[src/sv/box_downscale_2x2_macros.svh]
`ifndef BOX_DOWNSCALE_2X2_MACROS_SVH
`define BOX_DOWNSCALE_2X2_MACROS_SVH

// same-cycle implication, sampled on clk, off during reset
`define BXDS_ASSERT(lbl, ante, cons, msg) \
	lbl: assert property (@(posedge clk) disable iff (!arst_n) (ante) |-> (cons)) \
		else $error(msg);

// next-cycle implication
`define BXDS_ASSERT_NEXT(lbl, ante, cons, msg) \
	lbl: assert property (@(posedge clk) disable iff (!arst_n) (ante) |=> (cons)) \
		else $error(msg);

`endif

[src/sv/bxds_pkg.sv]
`default_nettype none

package bxds_pkg;

	localparam int PIX_W = 8;
	localparam int SUM_W = PIX_W + 1;
	localparam int NCH   = 3;
	localparam int CFG_W = 10;
	localparam int POS_W = 8;

	typedef logic [NCH-1:0][PIX_W-1:0] pix_t;
	typedef logic [NCH-1:0][SUM_W-1:0] sum_t;

	typedef enum logic [0:0] {
		REG_TILE_WIDTH = 1'b0,
		REG_COLOR_MODE = 1'b1
	} reg_idx_t;

	localparam logic [CFG_W-1:0] TILE_WIDTH_RST = 10'd256;
	localparam logic             COLOR_MODE_RST = 1'b1;

	// position of the pixel being taken
	typedef struct packed {
		logic             active;   // inside the even-sized part of the tile
		logic             odd_col;
		logic             odd_row;
		logic             done;     // last block of the tile
		logic [POS_W-1:0] col_h;
		logic [POS_W-1:0] row_h;
	} pos_t;

endpackage

`default_nettype wire

[src/sv/bxds_pos.sv]
`default_nettype none

module bxds_pos #(
	parameter int MAX_TILE_WIDTH = 512,
	parameter int CW             = 9,
	parameter int WW             = 10,
	parameter int LW             = 8
) (
	input  wire logic                         clk,
	input  wire logic                         arst_n,
	input  wire logic                         advance,
	input  wire logic [bxds_pkg::CFG_W-1:0]   tile_width,
	output bxds_pkg::pos_t                    pos,
	output logic [LW-1:0]                     line_idx
);
	import bxds_pkg::*;

	logic [CW-1:0] col_q;
	logic [CW-1:0] row_q;
	logic [WW-1:0] tw_x;
	logic [WW-1:0] w;
	logic [WW-1:0] h;
	logic [WW-1:0] col_h;
	logic [WW-1:0] row_h;
	logic [WW-1:0] col_nx;
	logic [WW-1:0] row_nx;

	always_comb begin
		tw_x = WW'(tile_width);
		// clamp to the supported range
		if (tw_x < WW'(2)) begin
			w = WW'(2);
		end else if (tw_x > WW'(MAX_TILE_WIDTH)) begin
			w = WW'(MAX_TILE_WIDTH);
		end else begin
			w = tw_x;
		end
		h      = w >> 1;
		col_h  = WW'(col_q) >> 1;
		row_h  = WW'(row_q) >> 1;
		col_nx = WW'(col_q) + WW'(1);
		row_nx = WW'(row_q) + WW'(1);

		pos.active  = (col_h < h) && (row_h < h);
		pos.odd_col = col_q[0];
		pos.odd_row = row_q[0];
		pos.done    = (col_h == h - WW'(1)) && (row_h == h - WW'(1));
		pos.col_h   = POS_W'(col_h);
		pos.row_h   = POS_W'(row_h);
		line_idx    = LW'(col_h);
	end

	// a lowered width mid-tile can leave the position past the end: wrap
	always_ff @(posedge clk or negedge arst_n) begin
		if (!arst_n) begin
			col_q <= '0;
			row_q <= '0;
		end else if (advance) begin
			if (col_nx >= w) begin
				col_q <= '0;
				row_q <= (row_nx >= w) ? '0 : CW'(row_nx);
			end else begin
				col_q <= CW'(col_nx);
			end
		end
	end

endmodule

`default_nettype wire

[config.mk]
export PLATFORM = sky130hd
export DESIGN_NAME = bxds_pos
export DESIGN_NICKNAME = d
export VERILOG_FILES = /design/src/sv/box_downscale_2x2_macros.svh /design/src/sv/bxds_pkg.sv /design/src/sv/bxds_pos.sv
export SDC_FILE = /design/constraint.sdc
export NUM_CORES = 1
export LEC_CHECK = 0
export ABC_AREA = 1
export ABC_CLOCK_PERIOD_IN_PS = 5900
export BUFFER_PORTS_ARGS = -buffer_cell sky130_fd_sc_hd__buf_2
export CORE_MARGIN = 2
export CORE_UTILIZATION = 50
export CTS_CLUSTER_SIZE = 24
export DETAILED_ROUTE_END_ITERATION = 6
export HOLD_SLACK_MARGIN = 0.02
export PLACE_DENSITY = 0.8
export SLEW_MARGIN = 10
export SYNTH_ARGS = -nofsm -noshare
export SYNTH_HDL_FRONTEND = slang
export SYNTH_SLANG_ARGS = --single-unit
export TNS_END_PERCENT = 5
[constraint.sdc]
create_clock -name clk -period 5.9 [get_ports clk]
set_input_delay 0.59 -clock clk [delete_from_list [all_inputs] [get_ports clk]]
set_output_delay 0.59 -clock clk [all_outputs]
set_load 0.02 [all_outputs]
==> results.toml <==
[run_status]
status = "finished, final reports clean"

[clock_network]
cts_buffers = 3
post_cts_buffers = 0
cts_tree = "yes"
cts_max_path_buffers = 2
hold_buffers = 0
htreeDepth = 1
root_buffer = "clkbuf_8"
cts_repair_resize_count = 0
clk_latency_ns = 0.26
cts_sinks = 18
clk_pin_slew_ns = 0.07

[global_route]
antenna_found_initial = 0
grt_max_degree = 20
grt_pass1_vias = 2314
grt_remaining_overflow = 0
grt_pass1_wl_um = 10600
grt_util_all_layers = 0.254

[synth]
synth_top_family_by_area = "simple AND/OR/NAND/NOR gates"
netlist_area_um2 = 2430
synthAdderAreaFrac = 0.201
synthCells = 353
synth-main-ff-cell = "dfrtp_1"
synth_compound_area_frac = 0.122
yosys.area_share.simple = 0.324
synth_seq_cells = 18
async_flop_share = 1.00
synth_edf_count = 0
synthesis.area_per_instance_um2 = 6.88
muxShareOfSynthArea = 0
synth_warnings = 0
yosysUniqueCellTypes = 34
synth-xor-area-share = 0.0469
syn-num-nets = 405
seq_area_frac_synth = 0.185

[floorplanning]
die_w_um = 73.7
core-area_um2 = 4690
initial_core_util = 0.518
floorplan.rows = 25
die_h_um = 73.7
die_area_um2 = 5430
ios = 41

[route]
viasPerCell = 5.48
antenna_left = 0
wire_per_inst_um = 14.5
drc = 0
num_vias = 2407
drt-initial-drc-count = 143
routed_wirelength_um = 6360
firstDrtPassIters = 4

[timing]
finClkSkew_ns = 0.00251
fin_hold_ws_ns = 0.273
min_period_ns = 3.83
slew_headroom = 0.602
setup_viol_count_final = 0
rsz0062_at_grt = "false"
finalHoldViolCount = 0
fmax_mhz = 261
tightest_slew_ns = 0.592
finalCritPeriodShare = 0.650
drv_slew = 0
finalSetupTns_ns = 0

[hold_path]
min_path_type = "in2async"

[cells_and_area]
multi_input_area_um2 = 1680
layout_common_cells = "nand2_1 (70), inv_1 (50), nand3_1 (43)"
mostFrequentLayoutCell = "nand2_1"
seqCellArea_um2 = 450
fill_cells = 464
drive_gt1_frac = 0.164
insertedDiodeCount = 0
nets = 439
area_growth_pct = 9.12
final_util = 0.565

[worst_setup_path]
cp_top_family = "simple AND/OR/NAND/NOR gates"
worst-endpoint-arrival_ns = 3.24
cp-end-kind = "primary output"
critPathRequiredTime_ns = 5.31
cp_slowest_stage_delay_ns = 0.42
path_buf_inv = 2
path_class = "in2out"
path_cells = "buf_2 -> nor2_1 -> nand3_2 -> o21bai_4 -> nand2_1 -> ha_1 -> a21oi_1 -> o21ai_0 -> and2_1 -> o21ai_0 -> nand2_1 -> nand3_1 -> nand2_1 -> o21ai_0 -> nand3_1 -> nand2_1 -> buf_2"
cp_max_fo = 14
start_kind = "input pin"
crit_slowest_cell = "o21bai_4"
critical_path.most_common_cell = "nand2_1"

[job]
cap_violations = 0

[power_and_ir_drop]
p_per_area_nw_per_um2 = 394
ir_drop_mv = 0.210
p_leak_uw = 0.00147

[placement]
place_hpwl_um = 5050
io_buffers = 40
gp_congestion = 0.937
-- report_power, final --
| part | internal (µW) | switching, µW | total, µW | leakage, µW |
|---|---|---|---|---|
| clock | 45.5 | 42.7 | 88.2 | 0.0000216 |
| sequential | 172 | 93.5 | 266 | 0.000237 |
| combinational | 254 | 436 | 690 | 0.00121 |
| total | 472 | 572 | 1040 | 0.00147 |
-- final timing paths --
path / startpoint / endpoint / slack (ns) / depth (start not counted)
min in group clk: col_q[0] / col_q[0] / 0.64 / 2
max in group asynchronous: arst_n / col_q[6] / 5.31 / 1
setup reg to reg: col_q[2] / row_q[7] / 2.62 / 16
hold / removal: arst_n / col_q[0] / 0.27 / 1
setup / recovery: tile_width[3] / pos[19] / 2.07 / 17
hold reg to reg: col_q[0] / col_q[0] / 0.64 / 2
-- worst register-to-register path, stage by stage, from the launching register on --
cell,delay (ns)
dfrtp_1,0.47
inv_1,0.12
nor3_1,0.32
nand3_1,0.18
nor2_1,0.18
nand3_1,0.12
nand2_1,0.09
inv_1,0.05
ha_1,0.29
nand2_1,0.08
nor4_1,0.30
nand3_1,0.10
nand3_1,0.11
nand2_1,0.10
nor2_1,0.47
nand2_1,0.11
o21ai_0,0.10
-- area by class of cell --
| cell class | instances | area share |
|---|---|---|
| Timing Repair Buffer | 40 | 0.0755 |
| Inverter | 53 | 0.0779 |
| Tap cell | 54 | 0.0255 |
| Sequential cell | 18 | 0.170 |
| Multi-Input combinational cell | 271 | 0.636 |
| Clock buffer | 3 | 0.0156 |
-- per-layer routing --
metal	GRT usage	wire length (µm)
met1	0.342	2940
met2	0.413	2970
met3	0.0261	308
met4	0.105	139
met5	0	0
-- sequential cells by signal, summed over array words and instances (netlist names) --
| signal | flops |
|---|---|
| col_q | 9 |
| row_q | 9 |
-- kinds of logic after synthesis --
family          after synthesis
flops                        18
fa+ha+maj                    39
xor+xnor                     13
buf+inv                      64
compound gates               50
simple gates                169
-- synth_stat cells (2+ instances only) --
cell type,number,area share
nand2_1,70,0.11
inv_1,50,0.077
nand3_1,43,0.089
ha_1,39,0.20
nor2_1,30,0.046
o21ai_0,28,0.058
dfrtp_1,18,0.19
xor2_1,13,0.047
a21oi_1,12,0.025
buf_4,8,0.025
nor3_1,5,0.010
nand3_2,4,0.016
nand2_2,3,0.0077
nor2_4,3,0.014
nor4_1,3,0.0077
and2_1,2,0.0052
clkbuf_1,2,0.0031
nand4_1,2,0.0052
nor2_2,2,0.0052
o211ai_1,2,0.0062
-- through the flow --
step | cell area, µm² | power, µW | std cells | setup WS, ns
floorplan | 2430 | 769 | 353 | 2.80
global placement | 2610 | 930 | 436 | 2.11
detailed placement | 2610 | 951 | 436 | 2.07
CTS | 2650 | 1050 | 439 | 2.07
global route | 2650 | 1170 | 439 | 1.72
finish | 2650 | 1040 | 439 | 2.07
Power figures use the tool's default switching activity.
