===== src/sv/box_downscale_2x2_macros.svh =====
`ifndef BOX_DOWNSCALE_2X2_MACROS_SVH
`define BOX_DOWNSCALE_2X2_MACROS_SVH

// same-cycle implication, sampled on clk, off during reset
`define BXDS_ASSERT(lbl, ante, cons, msg) \
	lbl: assert property (@(posedge clk) disable iff (!arst_n) (ante) |-> (cons)) \
		else $error(msg);

// next-cycle implication
`define BXDS_ASSERT_NEXT(lbl, ante, cons, msg) \
	lbl: assert property (@(posedge clk) disable iff (!arst_n) (ante) |=> (cons)) \
		else $error(msg);

`endif


===== src/sv/bxds_pkg.sv =====
`default_nettype none

package bxds_pkg;

	localparam int PIX_W = 8;
	localparam int SUM_W = PIX_W + 1;
	localparam int NCH   = 3;
	localparam int CFG_W = 10;
	localparam int POS_W = 8;

	typedef logic [NCH-1:0][PIX_W-1:0] pix_t;
	typedef logic [NCH-1:0][SUM_W-1:0] sum_t;

	typedef enum logic [0:0] {
		REG_TILE_WIDTH = 1'b0,
		REG_COLOR_MODE = 1'b1
	} reg_idx_t;

	localparam logic [CFG_W-1:0] TILE_WIDTH_RST = 10'd256;
	localparam logic             COLOR_MODE_RST = 1'b1;

	// position of the pixel being taken
	typedef struct packed {
		logic             active;   // inside the even-sized part of the tile
		logic             odd_col;
		logic             odd_row;
		logic             done;     // last block of the tile
		logic [POS_W-1:0] col_h;
		logic [POS_W-1:0] row_h;
	} pos_t;

endpackage

`default_nettype wire


===== src/sv/bxds_out.sv =====
`default_nettype none

module bxds_out (
	input  wire logic                         clk,
	input  wire logic                         arst_n,
	input  wire logic                         load,
	input  wire bxds_pkg::sum_t               line_sum,
	input  wire bxds_pkg::sum_t               pair_sum,
	input  wire logic [bxds_pkg::POS_W-1:0]   col_h,
	input  wire logic [bxds_pkg::POS_W-1:0]   row_h,
	input  wire logic                         done,
	output logic                              can_load,
	output logic                              m_tvalid,
	input  wire logic                         m_tready,
	output logic [39:0]                       m_tdata,  // avg_c0, avg_c1, avg_c2, out_col, out_row
	output logic                              m_tlast   // tile_done
);
	import bxds_pkg::*;

	logic [SUM_W:0] quad [NCH];
	pix_t           avg;

	always_comb begin
		for (int c = 0; c < NCH; c++) begin
			quad[c] = (SUM_W+1)'(line_sum[c]) + (SUM_W+1)'(pair_sum[c]);
			avg[c]  = quad[c][SUM_W:2];
		end
	end

	assign can_load = !m_tvalid || m_tready;

	always_ff @(posedge clk or negedge arst_n) begin
		if (!arst_n) begin
			m_tvalid <= 1'b0;
		end else if (can_load) begin
			m_tvalid <= load;
		end
	end

	always_ff @(posedge clk) begin
		if (load && can_load) begin
			m_tdata <= {row_h, col_h, avg[2], avg[1], avg[0]};
			m_tlast <= done;
		end
	end

endmodule

`default_nettype wire


===== config.mk =====
export PLATFORM = sky130hd
export DESIGN_NAME = bxds_out
export DESIGN_NICKNAME = d
export VERILOG_FILES = /design/src/sv/box_downscale_2x2_macros.svh /design/src/sv/bxds_pkg.sv /design/src/sv/bxds_out.sv
export SDC_FILE = /design/constraint.sdc
export NUM_CORES = 1
export LEC_CHECK = 0
export BUFFER_PORTS_ARGS = -buffer_cell sky130_fd_sc_hd__clkbuf_2
export CAP_MARGIN = 30
export CORE_MARGIN = 2
export CORE_UTILIZATION = 35
export DETAILED_ROUTE_END_ITERATION = 8
export PLACE_DENSITY = 0.66
export SYNTH_ARGS = -nofsm -noshare
export SYNTH_HDL_FRONTEND = slang
export SYNTH_SLANG_ARGS = --single-unit

===== constraint.sdc =====
create_clock -name clk -period 2 [get_ports clk]
set_input_delay 0.1 -clock clk [delete_from_list [all_inputs] [get_ports clk]]
set_output_delay 0.1 -clock clk [all_outputs]
set_load 0.03 [all_outputs]

==> flow_summary_export.csv, run 1 <==
group,metric,value,unit
status,status,"complete, no violations",
global_routing,grt_antenna_before_repair,0,
synthesis,syn_avg_cell_area,13.41,um2
timing,setup_viol_count_final,0,
route,num_vias,1831,
timing,max_slew_margin,0.6257,
placement,dp_hpwl,3870,um
global_routing,grt_max_degree,42,
floorplanning,core_area,6026,um2
synthesis,synth_edf_count,41,
timing,fin_setup_tns,0,ns
timing,worst_pin_slew,0.5615,ns
floorplanning,die_w,83.53,um
synthesis,synthesis.area,2213,um2
timing,fin_skew,0.006529,ns
cts,cts_buffers,5,
placement,placed_area,2914,um2
global_routing,grt.total_usage,0.1361,
worst_setup_path,r2r_start,"m_tvalid$_DFFE_PN0N_",
worst_setup_path,worstPathArrival,1.47,ns
worst_setup_path,cp-start-kind,"input port",
cts,clk_latency,0.29,ns
cells_and_area,layout-drive-gt1-share,0.4239,
placement,place.gp.congestion,0.8092,
worst_hold_path,worstHoldStart,"load",
floorplanning,chipHeight,83.53,um
cells_and_area,diodes,0,
floorplanning,rows,28,
route,avgRoutedWirePerCell,12.33,um
worst_setup_path,startpoint,"line_sum[11]",
global_routing,overflow,0,
cells_and_area,final_nets,407,
route,viasPerCell,4.768,
cells_and_area,postLayoutCoreUtil,0.5328,
cells_and_area,fillers,555,
route,dr.pass1.iters,4,
synthesis,syn_inst,165,
pwr,p_per_area,748.7,nW/um2
timing,clock.fmax,703.8,MHz
cts,clock_sinks,42,
route,final_antenna_net_count,0,
worst_setup_path,end_kind,"register",
synthesis,ys_seq_area_frac,0.5676,
synthesis,ys_ff_latch,42,
cts,cts.htree.levels,2,
cts,clock_path_buffers,2,
worst_setup_path,critical_path_class,"input port to register",
floorplanning,io_pins,118,
placement,pre_cts_ws,0.2719,ns
cts,clk_pin_slew,0.08,ns
timing,rsz0062_at_grt,"false",
route,route.detailed.drc,0,
route,drt_iter0_drc,34,
pwr,cellLeakagePower,1.475,nW
floorplanning,dieArea,6976,um2
cells_and_area,design_area,3211,um2
timing,finalCritPeriodShare,0.7105,
timing,timing.hold.ws,0.01674,ns
cells_and_area,area_growth,45.05,%
synthesis,syn_nets,264,
worst_setup_path,cp.required,2.05,ns
worst_hold_path,min_path_type,"input port to register",
cts,root_buffer,"clkbuf_8",
floorplanning,start_util,0.3673,
placement,port_buffers,117,
timing,setup_slack,0.5791,ns
timing,slew_violations,0,
synthesis,yosys_warnings,0,
pwr,ir_drop,0.3661,mV
timing,timing.final.crit_period,1.421,ns
timing,hold_violations,0,
cts,cts_tree,"done",
global_routing,grt_pass1_vias,1640,
synthesis,async_flop_share,0.02381,
flow_run,maxCapViolations,0,
worst_setup_path,cp_slowest_cell,"a221oi_1",
worst_setup_path,slowest_delay,0.51,ns
worst_setup_path,path_cells,"clkbuf_2 > ha_1 > o21ai_0 > a221oi_1 > a21oi_1 > xnor2_1",
worst_setup_path,cp_max_fo,4,
synthesis,ys.flop_type,"edfxtp_1",
global_routing,grt_pass1_wl,7541,um
synthesis,synth_cell_types,33,
route,routed_wl,4734,um
==> per-layer routing <==
layer,vias to the layer above,track usage,wire (um)
li1,924,-,-
met1,828,0.1575,1869
met2,74,0.2434,2459
met3,5,0.04055,351
met4,0,0.03959,54
met5,-,0,0
==> cells in the final DEF, fill, tap and decap left out, drive strengths merged, types with 2 or more instances in the layout <==
cell type and instances:
ha 24, nand2b 4, a211oi 4, and2 2, o21ai 2, a31oi 2, a21o 3, nand2 5
nand3 4, dlygate4sd3 18, edfxtp 41, xnor2 12, nor2 11, a221oi 4, inv 8, nand4 3
o21bai 3, nor3 3, and3 5, a21oi 10, clkbuf 124, xor2 4
==> metrics by stage <==
stage,total power [mW],cells
3_3_place_gp,1.710,358
5_1_grt,2.532,384
3_5_place_dp,1.723,358
6_report,2.404,384
2_1_floorplan,1.522,165
4_1_cts,2.442,384
==> registers in the layout, indices dropped and copies added, names as in the netlist <==
| name | flops |
|---|---|
| m_tdata | 40 |
| m_tlast | 1 |
| m_tvalid | 1 |
==> report_power, final <==
part | switching [mW] | total, mW | internal [mW]
clock network | 0.273 | 0.679 | 0.407
registers | 0.0180 | 1.09 | 1.07
logic | 0.377 | 0.636 | 0.260
==> final timing paths <==
kind	end	slack, ns	cells past startpoint
setup / recovery	m_tdata[14]$_DFFE_PP_	0.58	6
hold / removal	m_tvalid$_DFFE_PN0N_	0.02	2
setup reg to reg	m_tdata[6]$_DFFE_PP_	0.75	3
hold reg to reg	m_tvalid$_DFFE_PN0N_	0.56	2
max in group asynchronous	m_tvalid$_DFFE_PN0N_	1.81	2
min in group asynchronous	m_tvalid$_DFFE_PN0N_	0.10	2
==> final cells by class <==
type | count | area [um2] | area share
Inverter | 8 | 30.03 | 0.009353
Clock inverter | 1 | 30.03 | 0.009353
Tap cell | 75 | 93.84 | 0.02923
Sequential cell | 42 | 1256 | 0.3913
Clock buffer | 7 | 86.33 | 0.02689
Multi-Input combinational cell | 115 | 928.4 | 0.2892
Timing Repair Buffer | 136 | 785.8 | 0.2447
==> timing repair <==
item | in CTS | in global routing
hold buffers | 18 | 0
setup buffers | 0 | 0
endpoints found under the hold margin | 18 | 0
resized for setup | 0 | 0
==> critical path, delay by kind of cell <==
kind | cells | cell delay (ns)
fa+ha+maj | 1 | 0.33
compound gates | 3 | 0.80
xor+xnor | 1 | 0.15
buf+inv | 1 | 0.08
==> kinds of logic (layout without fill, tap and decap cells) <==
family / Yosys count / count (layout) / share of synthesized area
flops: 42 / 42 / 0.5676
simple gates: 39 / 39 / 0.09327
compound gates: 36 / 36 / 0.1266
fa+ha+maj: 24 / 24 / 0.1357
xor+xnor: 16 / 16 / 0.06331
buf+inv: 8 / 152 / 0.01357
==> synth_stat cells, drive strengths merged (4+ instances only) <==
| cell type | instances | area, um2 |
|---|---|---|
| inv | 8 | 30.03 |
| nor2 | 11 | 41.29 |
| and3 | 5 | 31.28 |
| xnor2 | 12 | 105.1 |
| a211oi | 4 | 35.03 |
| nand2b | 4 | 25.02 |
| xor2 | 4 | 35.03 |
| nand3 | 4 | 20.02 |
| edfxtp | 41 | 1231 |
| a221oi | 4 | 35.03 |
| ha | 24 | 300.3 |
| a21oi | 10 | 50.05 |
| nand2 | 5 | 18.77 |
Power figures use the tool's default switching activity.
==> run 2: changes to the inputs <==
clock period = 1.4 ns   (was 2 ns; I/O delays follow)
==> run 2 against run 1 <==
Compared with the run above: setup slack got worse by 0.52 ns; register-to-register slack lost 0.57 ns; non-clock buffer count is 24 higher; sequential share of layout area down 2.9 points; first-iteration DRC count grew 85%; clock power up 35%.
==> flow_summary_export.csv, run 2 (same netlist as run 1, synthesis figures left out) <==
group,metric,value,unit
status,status,"complete, no violations",
pwr,netSwitchingPower,0.9989,mW
global_routing,grt_max_degree,16,
timing,slew_violations,0,
worst_setup_path,critical_path_class,"input port to register",
flow_run,maxCapViolations,0,
floorplanning,dieArea,6976,um2
floorplanning,rows,28,
timing,setup_viol_count_final,0,
cells_and_area,area_growth,56.81,%
route,dr.pass1.iters,4,
placement,dp_hpwl,4256,um
timing,worst_pin_slew,0.4034,ns
pwr,cellLeakagePower,1.606,nW
route,final_antenna_net_count,0,
floorplanning,die_w,83.53,um
route,route.detailed.drc,0,
cts,clk_pin_slew,0.08,ns
cts,root_buffer,"clkbuf_8",
floorplanning,start_util,0.3673,
cells_and_area,top_register,"m_tdata",
cts,clk_latency,0.29,ns
timing,max_slew_margin,0.7311,
cells_and_area,layout_commonest_cell,"clkbuf_2",
worst_setup_path,reg2regPathDepth,3,
timing,rsz0062_at_grt,"false",
cts,clock_path_buffers,2,
worst_setup_path,worstPathArrival,1.38,ns
worst_setup_path,cp.required,1.44,ns
cells_and_area,postLayoutCoreUtil,0.5760,
placement,port_buffers,117,
cells_and_area,finalNonFillerCells,408,
worst_hold_path,min_path_type,"input port to register",
timing,hold_violations,0,
worst_setup_path,cp_max_fo,6,
route,viasPerCell,4.708,
route,num_vias,1921,
global_routing,grt_pass1_wl,8694,um
pwr,seqPwrFrac,0.443,
worst_setup_path,cp-start-kind,"input port",
route,routed_wl,5208,um
timing,fin_setup_tns,0,ns
pwr,p_int,2.520,mW
pwr,power_frac_clock,0.261,
global_routing,grt.total_usage,0.1516,
cells_and_area,layout_common_cells,"clkbuf_2, edfxtp_1, ha_1, buf_4, dlygate4sd3_1",
floorplanning,io_pins,118,
cells_and_area,reg_top3,"m_tdata (40), m_tlast (1), m_tvalid (1)",
timing,clock.fmax,745.1,MHz
pwr,p_per_area,1014,nW/um2
cts,cts_tree,"done",
timing,finalCritPeriodShare,0.9587,
timing,fin_skew,0.003038,ns
placement,dp_cells,381,
pwr,p_comb_frac,0.296,
timing,timing.final.crit_period,1.342,ns
route,avgRoutedWirePerCell,12.76,um
pwr,p_sw_frac,0.2839,
cts,cts_buffers,5,
global_routing,grt_pass1_vias,1961,
cts,clock_sinks,42,
cts,cts.htree.levels,2,
cells_and_area,largest_reg_flops,40,
global_routing,grt_antenna_before_repair,0,
pwr,finalPower,3.519,mW
cells_and_area,diodes,0,
route,drt_iter0_drc,63,
timing,timing.hold.ws,0.05695,ns
pwr,ir_drop,0.6849,mV
global_routing,overflow,0,
worst_hold_path,worstHoldPathCells,3,
cells_and_area,final_nets,431,
worst_setup_path,end_kind,"register",
cells_and_area,layout-drive-gt1-share,0.4925,
floorplanning,chipHeight,83.53,um
placement,place.gp.congestion,0.7788,
floorplanning,core_area,6026,um2
[run 2: cell count changes in the layout (fill, tap and decap cells not counted), moves of 2 or more]
| cell | delta |
|---|---|
| buf_4 | +22 |
| clkinv_2 | +2 |
| ha_4 | +2 |
| nor3_2 | -2 |
| nor3_4 | +2 |
| ha_1 | -2 |
[run 2: repair_timing]
action,4_1_cts,5_1_grt
buffers inserted,0,0
hold buffers,19,0
setup endpoints to repair,0,2
hold endpoints to repair,19,0
resized for setup,0,4
[run 2: area by class of cell]
cell class,instances,area (um2)
clock inverters,3,40.04
fillers,527,2555
inverters,8,30.03
flip-flops and latches,42,1257
multi-input cells,115,999.7
well taps,75,93.84
clock buffers,5,68.82
repair buffers,160,980.9
[run 2: path summary, 6_finish.rpt]
kind,startpoint,end,slack [ns]
min in group asynchronous,arst_n,m_tvalid$_DFFE_PN0N_,0.09
min,m_tready,m_tvalid$_DFFE_PN0N_,0.06
max reg2reg,m_tvalid$_DFFE_PN0N_,m_tdata[13]$_DFFE_PP_,0.18
max,line_sum[21],m_tdata[22]$_DFFE_PP_,0.06
min reg2reg,m_tvalid$_DFFE_PN0N_,m_tvalid$_DFFE_PN0N_,0.53
max in group asynchronous,arst_n,m_tvalid$_DFFE_PN0N_,1.21
[run 2: through the flow]
stage,instance area (um2),worst slack (ns)
after floorplan,2268,0.001254
after global placement,3153,-0.1835
after detailed placement,3153,-0.2506
after CTS,3452,0.03218
after global routing,3471,0.005077
final,3471,0.05787
[run 2: critical path, cell delays in order]
cell and delay [ns]:
clkbuf_2 0.08, ha_1 0.28, nor3_4 0.26, a2111oi_4 0.10, buf_4 0.17, a311oi_2 0.31
xnor2_1 0.11
[run 2: power by group through the flow]
stage,clock network (mW),registers [mW],logic [mW]
after floorplan,0,1.80,0.396
after global placement,0,1.58,0.977
after detailed placement,0,1.59,0.997
after CTS,0.956,1.56,1.04
after global routing,1.01,1.57,1.14
final,0.917,1.56,1.04
[run 2: routing by layer]
| metal | GRT usage | part of all wire | vias to the layer above |
|---|---|---|---|
| met5 | 0 | 0 | - |
| met4 | 0.03959 | 0.011 | 0 |
| met3 | 0.03660 | 0.067 | 4 |
| met2 | 0.2933 | 0.54 | 69 |
| met1 | 0.1639 | 0.38 | 876 |
| li1 | - | - | 972 |
